==> config.mk <==
export PLATFORM = sky130hd
export DESIGN_NAME = wrs_ctrl
export DESIGN_NICKNAME = d
export VERILOG_FILES = /design/src/rtl/wrs_pkg.sv /design/src/rtl/wrs_ctrl.sv
export SDC_FILE = /design/constraint.sdc
export NUM_CORES = 1
export LEC_CHECK = 0
export ABC_AREA = 1
export BUFFER_PORTS_ARGS = -buffer_cell sky130_fd_sc_hd__buf_2
export CORE_MARGIN = 2
export CORE_UTILIZATION = 51
export DETAILED_ROUTE_END_ITERATION = 7
export GPL_TIMING_DRIVEN = 0
export PLACE_DENSITY = 0.82
export SETUP_SLACK_MARGIN = 0.5
export SLEW_MARGIN = 20
export SYNTH_ARGS = -nofsm -noshare
export SYNTH_HDL_FRONTEND = slang
export SYNTH_SLANG_ARGS = --single-unit
==> constraint.sdc <==
create_clock -name clk -period 4.9 [get_ports clk]
set_input_delay 0.98 -clock clk [delete_from_list [all_inputs] [get_ports clk]]
set_output_delay 0.98 -clock clk [all_outputs]
set_load 0.1 [all_outputs]
==> src/rtl/wrs_pkg.sv <==
package wrs_pkg;

    localparam int unsigned WORD_WIDTH  = 64;
    localparam int unsigned STORE_DEPTH = 1024;
    localparam int unsigned FRAME_DEPTH = 64;

    localparam int unsigned ADDR_W    = $clog2(STORE_DEPTH);
    localparam int unsigned BASE_W    = $clog2(STORE_DEPTH + 1);
    localparam int unsigned SUM_W     = BASE_W + 1;
    localparam int unsigned TOP_W     = 9;
    localparam int unsigned IDX_W     = 8;
    localparam int unsigned SP_ADDR_W = $clog2(FRAME_DEPTH);
    localparam int unsigned CNT_W     = $clog2(FRAME_DEPTH + 1);

    localparam int unsigned CMD_W      = 3;
    localparam int unsigned STATUS_W   = 3;
    localparam int unsigned VALUE_W    = 64;
    localparam int unsigned IN_DATA_W  = 80;
    localparam int unsigned OUT_DATA_W = 80;

    typedef enum logic [CMD_W-1:0] {
        CMD_SET    = 3'd0,
        CMD_GET    = 3'd1,
        CMD_MOVE   = 3'd2,
        CMD_OPEN   = 3'd3,
        CMD_RETURN = 3'd4,
        CMD_CLEAR  = 3'd5
    } cmd_t;

    typedef enum logic [STATUS_W-1:0] {
        ST_OK          = 3'd0,
        ST_RANGE       = 3'd1,
        ST_STORE_FULL  = 3'd2,
        ST_STACK_FULL  = 3'd3,
        ST_STACK_EMPTY = 3'd4
    } status_t;

    typedef enum logic [1:0] {
        S_IDLE,
        S_GET,
        S_MOVE,
        S_RET
    } state_t;

    typedef struct packed {
        logic                  en;
        logic                  we;
        logic [ADDR_W-1:0]     addr;
        logic [WORD_WIDTH-1:0] wdata;
    } word_port_t;

    typedef struct packed {
        logic                 en;
        logic                 we;
        logic [SP_ADDR_W-1:0] addr;
        logic [TOP_W-1:0]     wdata;
    } size_port_t;

endpackage

==> src/rtl/wrs_ctrl.sv <==
module wrs_ctrl
    import wrs_pkg::*;
(
    input  logic                  clk,
    input  logic                  rst_n,
    input  logic                  s_tvalid,
    output logic                  s_tready,
    input  logic [IN_DATA_W-1:0]  s_tdata,
    input  logic [CMD_W-1:0]      s_tuser,
    output logic                  m_tvalid,
    input  logic                  m_tready,
    output logic [OUT_DATA_W-1:0] m_tdata,
    output word_port_t            word_port,
    input  logic [WORD_WIDTH-1:0] word_rdata,
    output size_port_t            size_port,
    input  logic [TOP_W-1:0]      size_rdata
);

    state_t                state_reg, state_next;
    logic [BASE_W-1:0]     base_reg, base_next;
    logic [TOP_W-1:0]      top_reg, top_next;
    logic [CNT_W-1:0]      count_reg, count_next;
    logic [IDX_W-1:0]      idx_reg, idx_next;
    logic                  m_tvalid_reg, m_tvalid_next;
    logic [OUT_DATA_W-1:0] m_tdata_reg, m_tdata_next;

    logic                  accept;
    cmd_t                  cmd;
    logic [IDX_W-1:0]      idx;
    logic [IDX_W-1:0]      from_idx;
    logic [VALUE_W-1:0]    value;

    logic [SUM_W-1:0]      idx_sum, from_sum, top_sum, held_sum;
    logic                  store_full;
    logic                  grows, held_grows;
    logic [CNT_W-1:0]      count_dec;

    logic                  out_load;
    logic [VALUE_W-1:0]    out_rd;
    status_t               out_status;
    logic [TOP_W-1:0]      out_size;

    assign s_tready = (state_reg == S_IDLE) && (!m_tvalid_reg || m_tready);
    assign accept   = s_tvalid && s_tready;
    assign m_tvalid = m_tvalid_reg;
    assign m_tdata  = m_tdata_reg;

    assign cmd      = cmd_t'(s_tuser);
    assign idx      = s_tdata[7:0];
    assign from_idx = s_tdata[15:8];
    assign value    = s_tdata[79:16];

    // base + offset never passes STORE_DEPTH on a live access, so no wrap is needed
    assign idx_sum  = SUM_W'(base_reg) + SUM_W'(idx);
    assign from_sum = SUM_W'(base_reg) + SUM_W'(from_idx);
    assign top_sum  = SUM_W'(base_reg) + SUM_W'(top_reg);
    assign held_sum = SUM_W'(base_reg) + SUM_W'(idx_reg);

    assign store_full = top_sum >= SUM_W'(STORE_DEPTH);
    assign grows      = TOP_W'(idx) == top_reg;
    assign held_grows = TOP_W'(idx_reg) == top_reg;
    assign count_dec  = count_reg - CNT_W'(1);

    always_comb
    begin
        state_next = state_reg;
        case (state_reg)
            S_IDLE:
            begin
                if (accept)
                begin
                    case (cmd)
                        CMD_GET:
                        begin
                            if (TOP_W'(idx) < top_reg)
                            begin
                                state_next = S_GET;
                            end
                        end
                        CMD_MOVE:
                        begin
                            if (TOP_W'(idx) <= top_reg && TOP_W'(from_idx) < top_reg
                                && idx != from_idx && !(grows && store_full))
                            begin
                                state_next = S_MOVE;
                            end
                        end
                        CMD_RETURN:
                        begin
                            if (count_reg != '0)
                            begin
                                state_next = S_RET;
                            end
                        end
                        default:
                        begin
                            state_next = S_IDLE;
                        end
                    endcase
                end
            end
            S_GET, S_MOVE, S_RET:
            begin
                state_next = S_IDLE;
            end
            default:
            begin
                state_next = S_IDLE;
            end
        endcase
    end

    always_comb
    begin
        base_next       = base_reg;
        top_next        = top_reg;
        count_next      = count_reg;
        idx_next        = idx_reg;
        word_port.en    = 1'b0;
        word_port.we    = 1'b0;
        word_port.addr  = idx_sum[ADDR_W-1:0];
        word_port.wdata = value[WORD_WIDTH-1:0];
        size_port.en    = 1'b0;
        size_port.we    = 1'b0;
        size_port.addr  = count_reg[SP_ADDR_W-1:0];
        size_port.wdata = top_reg;
        out_load        = 1'b0;
        out_rd          = '0;
        out_status      = ST_OK;
        out_size        = top_reg;

        case (state_reg)
            S_IDLE:
            begin
                if (accept)
                begin
                    case (cmd)
                        CMD_SET:
                        begin
                            out_load = 1'b1;
                            if (TOP_W'(idx) > top_reg)
                            begin
                                out_status = ST_RANGE;
                            end
                            else if (grows && store_full)
                            begin
                                out_status = ST_STORE_FULL;
                            end
                            else
                            begin
                                word_port.en = 1'b1;
                                word_port.we = 1'b1;
                                if (grows)
                                begin
                                    top_next = top_reg + TOP_W'(1);
                                    out_size = top_reg + TOP_W'(1);
                                end
                            end
                        end
                        CMD_GET:
                        begin
                            if (TOP_W'(idx) < top_reg)
                            begin
                                word_port.en = 1'b1;
                            end
                            else
                            begin
                                out_load   = 1'b1;
                                out_status = ST_RANGE;
                            end
                        end
                        CMD_MOVE:
                        begin
                            idx_next       = idx;
                            word_port.addr = from_sum[ADDR_W-1:0];
                            if (TOP_W'(idx) > top_reg || TOP_W'(from_idx) >= top_reg)
                            begin
                                out_load   = 1'b1;
                                out_status = ST_RANGE;
                            end
                            else if (idx == from_idx)
                            begin
                                out_load = 1'b1;
                            end
                            else if (grows && store_full)
                            begin
                                out_load   = 1'b1;
                                out_status = ST_STORE_FULL;
                            end
                            else
                            begin
                                word_port.en = 1'b1;
                            end
                        end
                        CMD_OPEN:
                        begin
                            out_load = 1'b1;
                            if (count_reg >= CNT_W'(FRAME_DEPTH))
                            begin
                                out_status = ST_STACK_FULL;
                            end
                            else
                            begin
                                size_port.en = 1'b1;
                                size_port.we = 1'b1;
                                count_next   = count_reg + CNT_W'(1);
                                base_next    = top_sum[BASE_W-1:0];
                                top_next     = '0;
                                out_size     = '0;
                            end
                        end
                        CMD_RETURN:
                        begin
                            size_port.addr = count_dec[SP_ADDR_W-1:0];
                            if (count_reg == '0)
                            begin
                                out_load   = 1'b1;
                                out_status = ST_STACK_EMPTY;
                            end
                            else
                            begin
                                size_port.en = 1'b1;
                            end
                        end
                        CMD_CLEAR:
                        begin
                            out_load = 1'b1;
                            top_next = '0;
                            out_size = '0;
                        end
                        default:
                        begin
                            out_load = 1'b1;
                        end
                    endcase
                end
            end
            S_GET:
            begin
                out_load = 1'b1;
                out_rd   = VALUE_W'(word_rdata);
            end
            S_MOVE:
            begin
                out_load        = 1'b1;
                word_port.en    = 1'b1;
                word_port.we    = 1'b1;
                word_port.addr  = held_sum[ADDR_W-1:0];
                word_port.wdata = word_rdata;
                if (held_grows)
                begin
                    top_next = top_reg + TOP_W'(1);
                    out_size = top_reg + TOP_W'(1);
                end
            end
            S_RET:
            begin
                out_load   = 1'b1;
                count_next = count_dec;
                top_next   = size_rdata;
                out_size   = size_rdata;
                if (base_reg >= BASE_W'(size_rdata))
                begin
                    base_next = base_reg - BASE_W'(size_rdata);
                end
                else
                begin
                    base_next = '0;
                end
            end
            default:
            begin
                out_load = 1'b0;
            end
        endcase
    end

    // output word: read_value, status, frame_size from the low bit up
    always_comb
    begin
        m_tdata_next  = m_tdata_reg;
        m_tvalid_next = m_tvalid_reg && !m_tready;
        if (out_load)
        begin
            m_tvalid_next = 1'b1;
            m_tdata_next  = {4'b0, out_size, out_status, out_rd};
        end
    end

    always_ff @(posedge clk or negedge rst_n)
    begin
        if (!rst_n)
        begin
            state_reg    <= S_IDLE;
            base_reg     <= '0;
            top_reg      <= '0;
            count_reg    <= '0;
            m_tvalid_reg <= 1'b0;
        end
        else
        begin
            state_reg    <= state_next;
            base_reg     <= base_next;
            top_reg      <= top_next;
            count_reg    <= count_next;
            m_tvalid_reg <= m_tvalid_next;
        end
    end

    always_ff @(posedge clk)
    begin
        idx_reg     <= idx_next;
        m_tdata_reg <= m_tdata_next;
    end

endmodule

**Yosys cells after proc, flatten, opt, wreduce, memory -nomap -nowiden**

Index checks and enable logic that the tools add are counted.
Widths: inputs -> output; s select.

- Word-level logic and storage cells: 124
- Register bits after elaboration: 114
- Output and inout bits: 175

- $add $sub $neg: 8
- $lt $le $gt $ge: 8
- Equal/unequal tests: 18
- Reduce and logical (&&, ||, !) cells: 22
- Muxes and demuxes: 59

Operators with widths:

| operator | count |
|---|---|
| $mux 64 | 1 |
| $mux 9 | 6 |
| $pmux 9 s3 | 2 |
| $mux 11 | 4 |
| $add 10x8->10 | 3 |
| $pmux 12 s2 | 1 |
| $pmux 11 s2 | 1 |
| $mux 7 | 3 |
| $mux 2 | 10 |
| $eq 8x9->1 | 2 |
| $lt 8x9->1 | 2 |
| $mux 8 | 2 |
| $mux 1 | 15 |
| $pmux 3 s5 | 1 |
| $pmux 7 s2 | 1 |
| $add 11x9->12 | 1 |
| $ge 12x11->1 const B | 1 |
| $mux 12 | 1 |
| $ge 11x9->1 | 1 |
| $sub 11x9->11 | 1 |
| $mux 10 | 1 |
| $add 9x1->9 const B | 1 |
| $ge 8x9->1 | 1 |
| $gt 8x9->1 | 1 |
| other kinds (32) | 52 |

**Longest topological paths before layout**

Gate-level depths: netlist of run 1.

- Depth in word-level cells: 10
- Gate-level depth with buffers: 15
- Depth with buffers taken out: 15

**Least setup slack after synthesis of run 1**

OpenSTA, ideal clock, no wires.

- Path kind: register to output
- From: register top_reg[0]
- To: output word_port[74] (netlist bit)
- Stages on the path, launching flop included: 10
- Setup slack: -554 ps
- Required time: 3,920 ps
- Arrival time: 4,474 ps
- Cell sequence: dfrtp_1 > ha_1 > fa_1 > nand3_1 > nand3_1 > nand2_1 > nand3_1 > nand2_1 > nand3_1 > o21ai_0

RTL lines:

| what | line | RTL |
|---|---|---|
| start: declaration | wrs_ctrl.sv:21 | `logic [TOP_W-1:0] top_reg, top_next;` |
| start signal: assignment | wrs_ctrl.sv:304 | `top_reg <= top_next;` |
| end: declaration | wrs_ctrl.sv:13 | `output word_port_t word_port,` |

==> impl_metrics.csv, run 1 <==
group,metric,value,unit
run_status,status,"completed",
finish,fin_util,0.671,
setup_path,r2r_start,"top_reg[2]$_DFF_PN0_",
yosys,synth_warnings,0,
floorplan,core.rowCount,48,
yosys,synthTopCellsByArea,"edfxtp_1 (28%), nand2_1 (11%), ha_1 (8.6%)",
sta,setup-tns-final,0,ns
yosys,syn_avg_cell_area,7.42,sq um
detailed_routing,postRouteAntennaNets,0,
yosys,ys.flop_type,"edfxtp_1",
finish,largest_reg_flops,76,
finish,fin_cells,1801,
yosys,synth_edf_count,84,
pwr,power_switching,0.00458,W
grt,grt_util_all_layers,0.367,
setup_path,crit_type,"reg2out",
setup_path,path_common_cell,"clkbuf_1",
pwr,clkPwrFrac,0.159,
setup_path,cp.buffers_inverters,5,
floorplan,die_w,136,um
pwr,p_sw_frac,0.599,
sta,skew,0.0160,ns
sta,finalCriticalPeriod,4.30,ns
pwr,power_frac_comb,0.638,
detailed_routing,via_count,10100,
grt,gr-total-overflow,0,
grt,grt_pass1_wl,50700,um
grt,first_global_vias,9262,
clock_tree,cts_tree,"done",
placed_design,io_buffers,330,
setup_path,r2r-end,"m_tdata[68]$_DFFE_PP_",
floorplan,dieHeight,136,um
setup_path,crit_chain,"buf_6 > nor2_2 > clkinv_1 > clkbuf_1 > clkbuf_1 > o21ai_1 > buf_2",
grt,antenna_found_initial,7,
detailed_routing,routed_via_density,5.62,
pwr,vdd_drop_max,0.000583,V
sta,tightest_slew,0.930,ns
yosys,seq_area_frac_synth,0.367,
detailed_routing,drc,0,
finish,nNetsFinal,1782,
worst_hold_path,min_path_type,"in2async",
pwr,p_per_area,664,nW/um^2
placed_design,post-dp-hpwl,27800,um
clock_tree,path_clk_slew,0.06,ns
setup_path,worst-path-max-fanout,10,
sta,slew_violations,0,
yosys,syn_area,8920,sq um
yosys,synthCells,1203,
detailed_routing,wl,34700,um
clock_tree,cts_buffers,17,
sta,rsz0062_at_grt,"no",
yosys,ys_types,54,
detailed_routing,wl_per_cell,19.3,um
sta,period_share,0.877,
clock_tree,cts.sink_count,114,
finish,fillers,1523,
setup_path,critical-path-top-delay-family,"buffers and inverters",
sta,setup_viol,0,
setup_path,required,3.92,ns
yosys,synth_seq_cells,114,
detailed_routing,drtIter0Drc,928,
placed_design,place_ws,0.662,ns
pwr,p_leak,5.96,nW
finish,finalInstanceArea,11500,sq um
clock_tree,root_buffer,"clkbuf_16",
floorplan,start_util,0.520,
flow_run,cap_violations,0,
sta,relSlewSlack,0.378,
setup_path,cp-end-kind,"output pin",
yosys,synth_top_area_frac,0.283,
clock_tree,clk_path_buf_depth,2,
yosys,synth.largest_area_cell,"edfxtp_1",
floorplan,die_area,18600,sq um
floorplan,ios,335,
sta,fmax,233,MHz
setup_path,cp.arrival,3.32,ns
finish,area_growth,29.1,%
grt,grt_start_max_net_pins,40,
yosys,synthArstFlopShare,0.263,
clock_tree,cts_max_level,4,
setup_path,critPathMaxStageDelay,0.48,ns
setup_path,worstRegToRegCells,12,
placed_design,routabilityCongestion,0.960,
sta,worst_slack,0.604,ns
placed_design,placed_area,10900,sq um
clock_tree,clk_latency,0.43,ns
finish,drive_gt1_frac,0.256,
setup_path,r2r_slack,1.40,ns
placed_design,dp.cells,1762,
floorplan,core_area,17200,sq um
setup_path,start_kind,"flop",
detailed_routing,dr.pass1.iters,6,
pwr,p_seq_frac,0.203,
sta,hold_viol_final,0,
setup_path,crit_slowest_cell,"buf_2",
pwr,intPower,0.00306,W
==> power by group through the flow <==
stage / sequential (W) / clock [W] / combinational [W]
floorplan: 0.00260 / 0 / 0.00284
global placement: 0.00157 / 0 / 0.00474
detailed placement: 0.00156 / 0 / 0.00480
CTS: 0.00154 / 0.00123 / 0.00482
global route: 0.00157 / 0.00127 / 0.00519
finish: 0.00156 / 0.00121 / 0.00488
==> per-layer routing <==
metal / vias to the layer above / global-route usage / part of all wire
li1: 4741 / - / -
met1: 4658 / 0.472 / 0.38
met2: 624 / 0.577 / 0.46
met3: 106 / 0.0973 / 0.11
met4: 0 / 0.167 / 0.043
met5: - / 0 / 0
==> layout by cell type, fill, tap and decap left out, drive strengths merged, types with 2 or more instances in the layout <==
cell type	Yosys	final
nand3b	10	10
o21a	3	3
o21bai	3	3
ha	61	61
inv	157	162
a21oi	76	76
o211ai	4	4
or2	3	3
nand4	22	22
o22ai	5	5
dfrtp	30	30
o21ai	135	135
o31ai	2	2
clkinv	4	8
xnor2	19	19
clkinvlp	0	3
xor2	25	25
diode	0	7
a221oi	2	2
conb	1	4
nand3	53	53
nor3	15	15
nand2	270	270
a21boi	2	2
a31oi	9	9
clkbuf	27	50
nor2	144	144
fa	5	5
a21o	3	3
buf	17	344
edfxtp	84	84
o221ai	3	3
==> what timing repair did <==
item,CTS,global route
setup buffers,0,0
hold buffers,0,0
setup endpoints to repair,1,5
resized for setup,1,9
==> area by class of cell <==
type                            instances  area [sq um]  area share
Multi-Input combinational cell        887          4870       0.423
Sequential cell                       114          3280       0.284
Timing Repair Buffer                  331          1680       0.146
Inverter                              161           609      0.0529
Clock buffer                           19           443      0.0385
Tap cell                              225           282      0.0244
Buffer                                 44           210      0.0182
Clock inverter                         13           128      0.0111
Antenna cell                            7          17.5     0.00152
==> worst max path at each step <==
stage / start / depth (start not counted) / slack [ns] / endpoint
floorplan: top_reg[0]$_DFF_PN0_ / 9 / 0.20 / word_port[74]
global placement: s_tdata[4] / 10 / 0.39 / m_tdata[68]$_DFFE_PP_
detailed placement: s_tdata[0] / 15 / 0.66 / word_port[72]
CTS: top_reg[0]$_DFF_PN0_ / 12 / 0.51 / word_port[75]
global route: state_reg[1]$_DFFE_PN0P_ / 7 / 0.51 / word_port[16]
finish: state_reg[0]$_DFFE_PN0P_ / 7 / 0.60 / word_port[3]
==> through the flow <==
step / hold slack, ns / total power (W)
CTS: 0.636 / 0.00759
global route: 0.674 / 0.00803
detailed placement: 0.630 / 0.00636
floorplan: 0.549 / 0.00544
global placement: 0.593 / 0.00631
finish: 0.638 / 0.00765
==> Yosys cell counts, types with 9 or more instances <==
| cell type | n |
|---|---|
| xor2_1 | 25 |
| a21oi_1 | 76 |
| xnor2_1 | 19 |
| o21ai_0 | 127 |
| inv_1 | 155 |
| a31oi_1 | 9 |
| clkbuf_1 | 27 |
| ha_1 | 61 |
| dfrtp_1 | 30 |
| nand4_1 | 22 |
| edfxtp_1 | 84 |
| nand3b_1 | 10 |
| nand3_1 | 53 |
| nor3_1 | 14 |
| nand2_1 | 266 |
| nor2_1 | 142 |
==> worst register-to-register path, stage by stage, from the launching register on <==
cell and delay (ns):
dfrtp_1 0.42, clkbuf_1 0.32, inv_1 0.19, ha_1 0.34, nand2_1 0.07, nor2_1 0.18
nand2_1 0.14, nor2_2 0.30, nand2_2 0.18, nand4_1 0.14, o22ai_1 0.13, nand2_4 0.42
buf_12 0.32
==> kinds of logic after synthesis <==
logic type | count (synthesis) | share of synthesized area
other | 1 | 0.000420
AO/OA/AOI/OAI | 253 | 0.154
buffers and inverters | 205 | 0.0917
XOR/XNOR | 44 | 0.0432
flip-flops | 114 | 0.367
adder cells (fa/ha/maj) | 66 | 0.0967
AND/OR/NAND/NOR | 520 | 0.247
No activity file was read; power rests on OpenSTA's default activity.
==> run 2, diff against run 1 <==
Settings changed: ABC_AREA 1 to default, CORE_UTILIZATION 51 to 50, PLACE_DENSITY 0.82 to 0.81.
==> impl_metrics.csv, run 2 <==
group,metric,value,unit
run_status,status,"completed",
sta,rsz0062_at_grt,"yes",
setup_path,critical-path-top-delay-family,"compound AO/OA/AOI/OAI gates",
yosys,synth_top_area_frac,0.290,
placed_design,post-dp-hpwl,24400,um
yosys,synthArstFlopShare,0.263,
pwr,p_sw_frac,0.551,
grt,first_global_vias,8440,
grt,grt_pass1_wl,46100,um
placed_design,dp.cells,1572,
clock_tree,clk_path_buf_depth,2,
grt,grt_util_all_layers,0.328,
yosys,synth.most_common_cell,"nand2_1",
floorplan,dieHeight,136,um
clock_tree,holdBufCountCts,0,
placed_design,io_buffers,329,
pwr,p_leak,5.29,nW
setup_path,critPathMaxStageDelay,0.39,ns
setup_path,worst-path-max-fanout,3,
yosys,seq_area_frac_synth,0.376,
worst_hold_path,min_path_type,"reg2reg",
sta,finalCriticalPeriod,4.30,ns
finish,area_growth,31.7,%
setup_path,cp.arrival,3.32,ns
floorplan,core_area,17200,sq um
setup_path,cp.buffers_inverters,2,
yosys,syn_avg_cell_area,8.61,sq um
detailed_routing,dr.pass1.iters,5,
clock_tree,cts_max_level,4,
finish,fin_cells,1610,
sta,skew,0.00966,ns
yosys,syn_area,8700,sq um
sta,tightest_slew,0.839,ns
grt,gr-total-overflow,0,
setup_path,start_kind,"primary input",
setup_path,crit_chain,"buf_2 > ha_1 > fa_2 > a211oi_1 > nor2_1 > o31a_1 > o21ai_2 > o2bb2ai_2 > xnor2_1 > a221o_1 > buf_6",
sta,setup_viol,0,
yosys,netlist_top_cells_count,"nand2_1 (234), edfxtp_1 (84), and2_1 (69)",
floorplan,core.rowCount,48,
finish,fin_util,0.667,
finish,layout_commonest_cell,"buf_2",
floorplan,die_area,18500,sq um
grt,grt_start_max_net_pins,31,
sta,hold_viol_final,0,
floorplan,ios,335,
detailed_routing,routed_via_density,5.73,
clock_tree,cts_buffers,17,
setup_path,crit_slowest_cell,"fa_2",
placed_design,routabilityCongestion,0.963,
clock_tree,root_buffer,"clkbuf_16",
finish,layout_common_cells,"buf_2 (333), nand2_1 (234), edfxtp_1 (84), and2_1 (69), nor2_1 (65)",
clock_tree,path_clk_slew,0.05,ns
pwr,power_switching,0.00381,W
flow_run,cap_violations,0,
detailed_routing,wl,31200,um
yosys,synth.largest_area_cell,"edfxtp_1",
placed_design,place_ws,0.371,ns
detailed_routing,postRouteAntennaNets,0,
pwr,p_seq_frac,0.203,
sta,worst_slack,0.602,ns
floorplan,start_util,0.507,
detailed_routing,drtIter0Drc,867,
pwr,clkPwrFrac,0.177,
yosys,synthTopCellsByArea,"edfxtp_1 (29%), nand2_1 (10%), ha_1 (8.8%)",
finish,nNetsFinal,1592,
yosys,synthCells,1011,
pwr,power_frac_comb,0.619,
clock_tree,cts_tree,"done",
detailed_routing,drc,0,
finish,largest_reg_flops,76,
finish,drive_gt1_frac,0.305,
pwr,p_per_area,603,nW/um^2
setup_path,crit_type,"in2out",
yosys,ys_types,79,
grt,antenna_found_initial,8,
yosys,synth_seq_cells,114,
setup_path,required,3.92,ns
yosys,synth_warnings,0,
clock_tree,clk_latency,0.43,ns
yosys,synth_edf_count,84,
finish,fillers,1479,
yosys,ys.flop_type,"edfxtp_1",
sta,period_share,0.877,
sta,setup-tns-final,0,ns
pwr,vdd_drop_max,0.000552,V
finish,register_area,3280,sq um
finish,multiInputGateArea,5190,sq um
clock_tree,cts.sink_count,114,
detailed_routing,via_count,9226,
floorplan,die_w,136,um
sta,fmax,233,MHz
pwr,intPower,0.00310,W
sta,relSlewSlack,0.436,
detailed_routing,wl_per_cell,19.4,um
setup_path,cp-end-kind,"output pin",
clock_tree,post_cts_buffers,0,
sta,slew_violations,0,
run 2: worst paths after layout:
| kind | slack (ns) | startpoint | endpoint | depth (start not counted) |
|---|---|---|---|---|
| min in group asynchronous | 0.62 | rst_n | count_reg[0]$_DFFE_PN0P_ | 1 |
| hold reg to reg | 0.57 | m_tvalid$_DFF_PN0_ | m_tvalid$_DFF_PN0_ | 2 |
| hold / removal | 0.57 | m_tvalid$_DFF_PN0_ | m_tvalid$_DFF_PN0_ | 2 |
| setup reg to reg | 1.05 | top_reg[2]$_DFF_PN0_ | m_tdata[9]$_SDFFCE_PP0P_ | 14 |
| setup / recovery | 0.60 | s_tdata[8] | word_port[72] | 11 |
| max in group asynchronous | 3.74 | rst_n | top_reg[1]$_DFF_PN0_ | 1 |
run 2: what timing repair did:
| item | 4_1_cts | 5_1_grt |
|---|---|---|
| cloned | 0 | 0 |
| resized for setup | 5 | 17 |
| setup endpoints to repair | 2 | 16 |
run 2: final cells by class:
class,count,share of cell area
multi-input cells,815,0.453
clock inverters,13,0.0119
inverters,32,0.0108
repair buffers,333,0.154
plain buffers,53,0.0198
clock buffers,19,0.0378
well taps,225,0.0246
flip-flops and latches,114,0.287
diodes,6,0.00131
run 2: cells by family after synthesis:
group | after synthesis | share of synthesized area
simple gates | 462 | 0.245
fa+ha+maj | 66 | 0.0992
compound gates | 226 | 0.181
mux | 3 | 0.00402
other cells | 1 | 0.000431
xor+xnor | 54 | 0.0543
buf+inv | 85 | 0.0394
flops | 114 | 0.376
run 2: power groups by stage:
stage / logic, W / registers [W] / clock network [W]
final: 0.00428 / 0.00141 / 0.00123
after global routing: 0.00454 / 0.00142 / 0.00127
after CTS: 0.00423 / 0.00140 / 0.00123
after detailed placement: 0.00419 / 0.00141 / 0
after global placement: 0.00410 / 0.00141 / 0
after floorplan: 0.00276 / 0.00206 / 0
run 2: stage by stage:
step	instance area, sq um	hold WS (ns)	power [W]
4_1_cts	11400	0.574	0.00686
2_1_floorplan	8780	0.503	0.00482
6_report	11500	0.569	0.00692
5_1_grt	11500	0.595	0.00724
3_5_place_dp	10800	0.539	0.00561
3_3_place_gp	10700	0.530	0.00552
run 2: worst register-to-register path, cell delays in order (launching register included):
cell and delay [ns]:
dfrtp_2 0.37, clkbuf_2 0.19, inv_1 0.13, ha_1 0.33, nand4_2 0.16, or3_1 0.38, clkbuf_1 0.24, a311oi_2 0.31
o21a_1 0.20, nand4bb_1 0.15, a21oi_1 0.14, a21oi_4 0.38, buf_16 0.22, buf_16 0.17, buf_16 0.18
run 2: per-layer routing:
| layer | wire length (um) | up-vias | track usage | part of all wire |
|---|---|---|---|---|
| met2 | 14900 | 491 | 0.536 | 0.48 |
| met4 | 1140 | 4 | 0.143 | 0.036 |
| met5 | 23 | - | 0 | 0.00074 |
| met3 | 2980 | 91 | 0.0820 | 0.095 |
| met1 | 12200 | 4322 | 0.413 | 0.39 |
| li1 | - | 4318 | - | - |
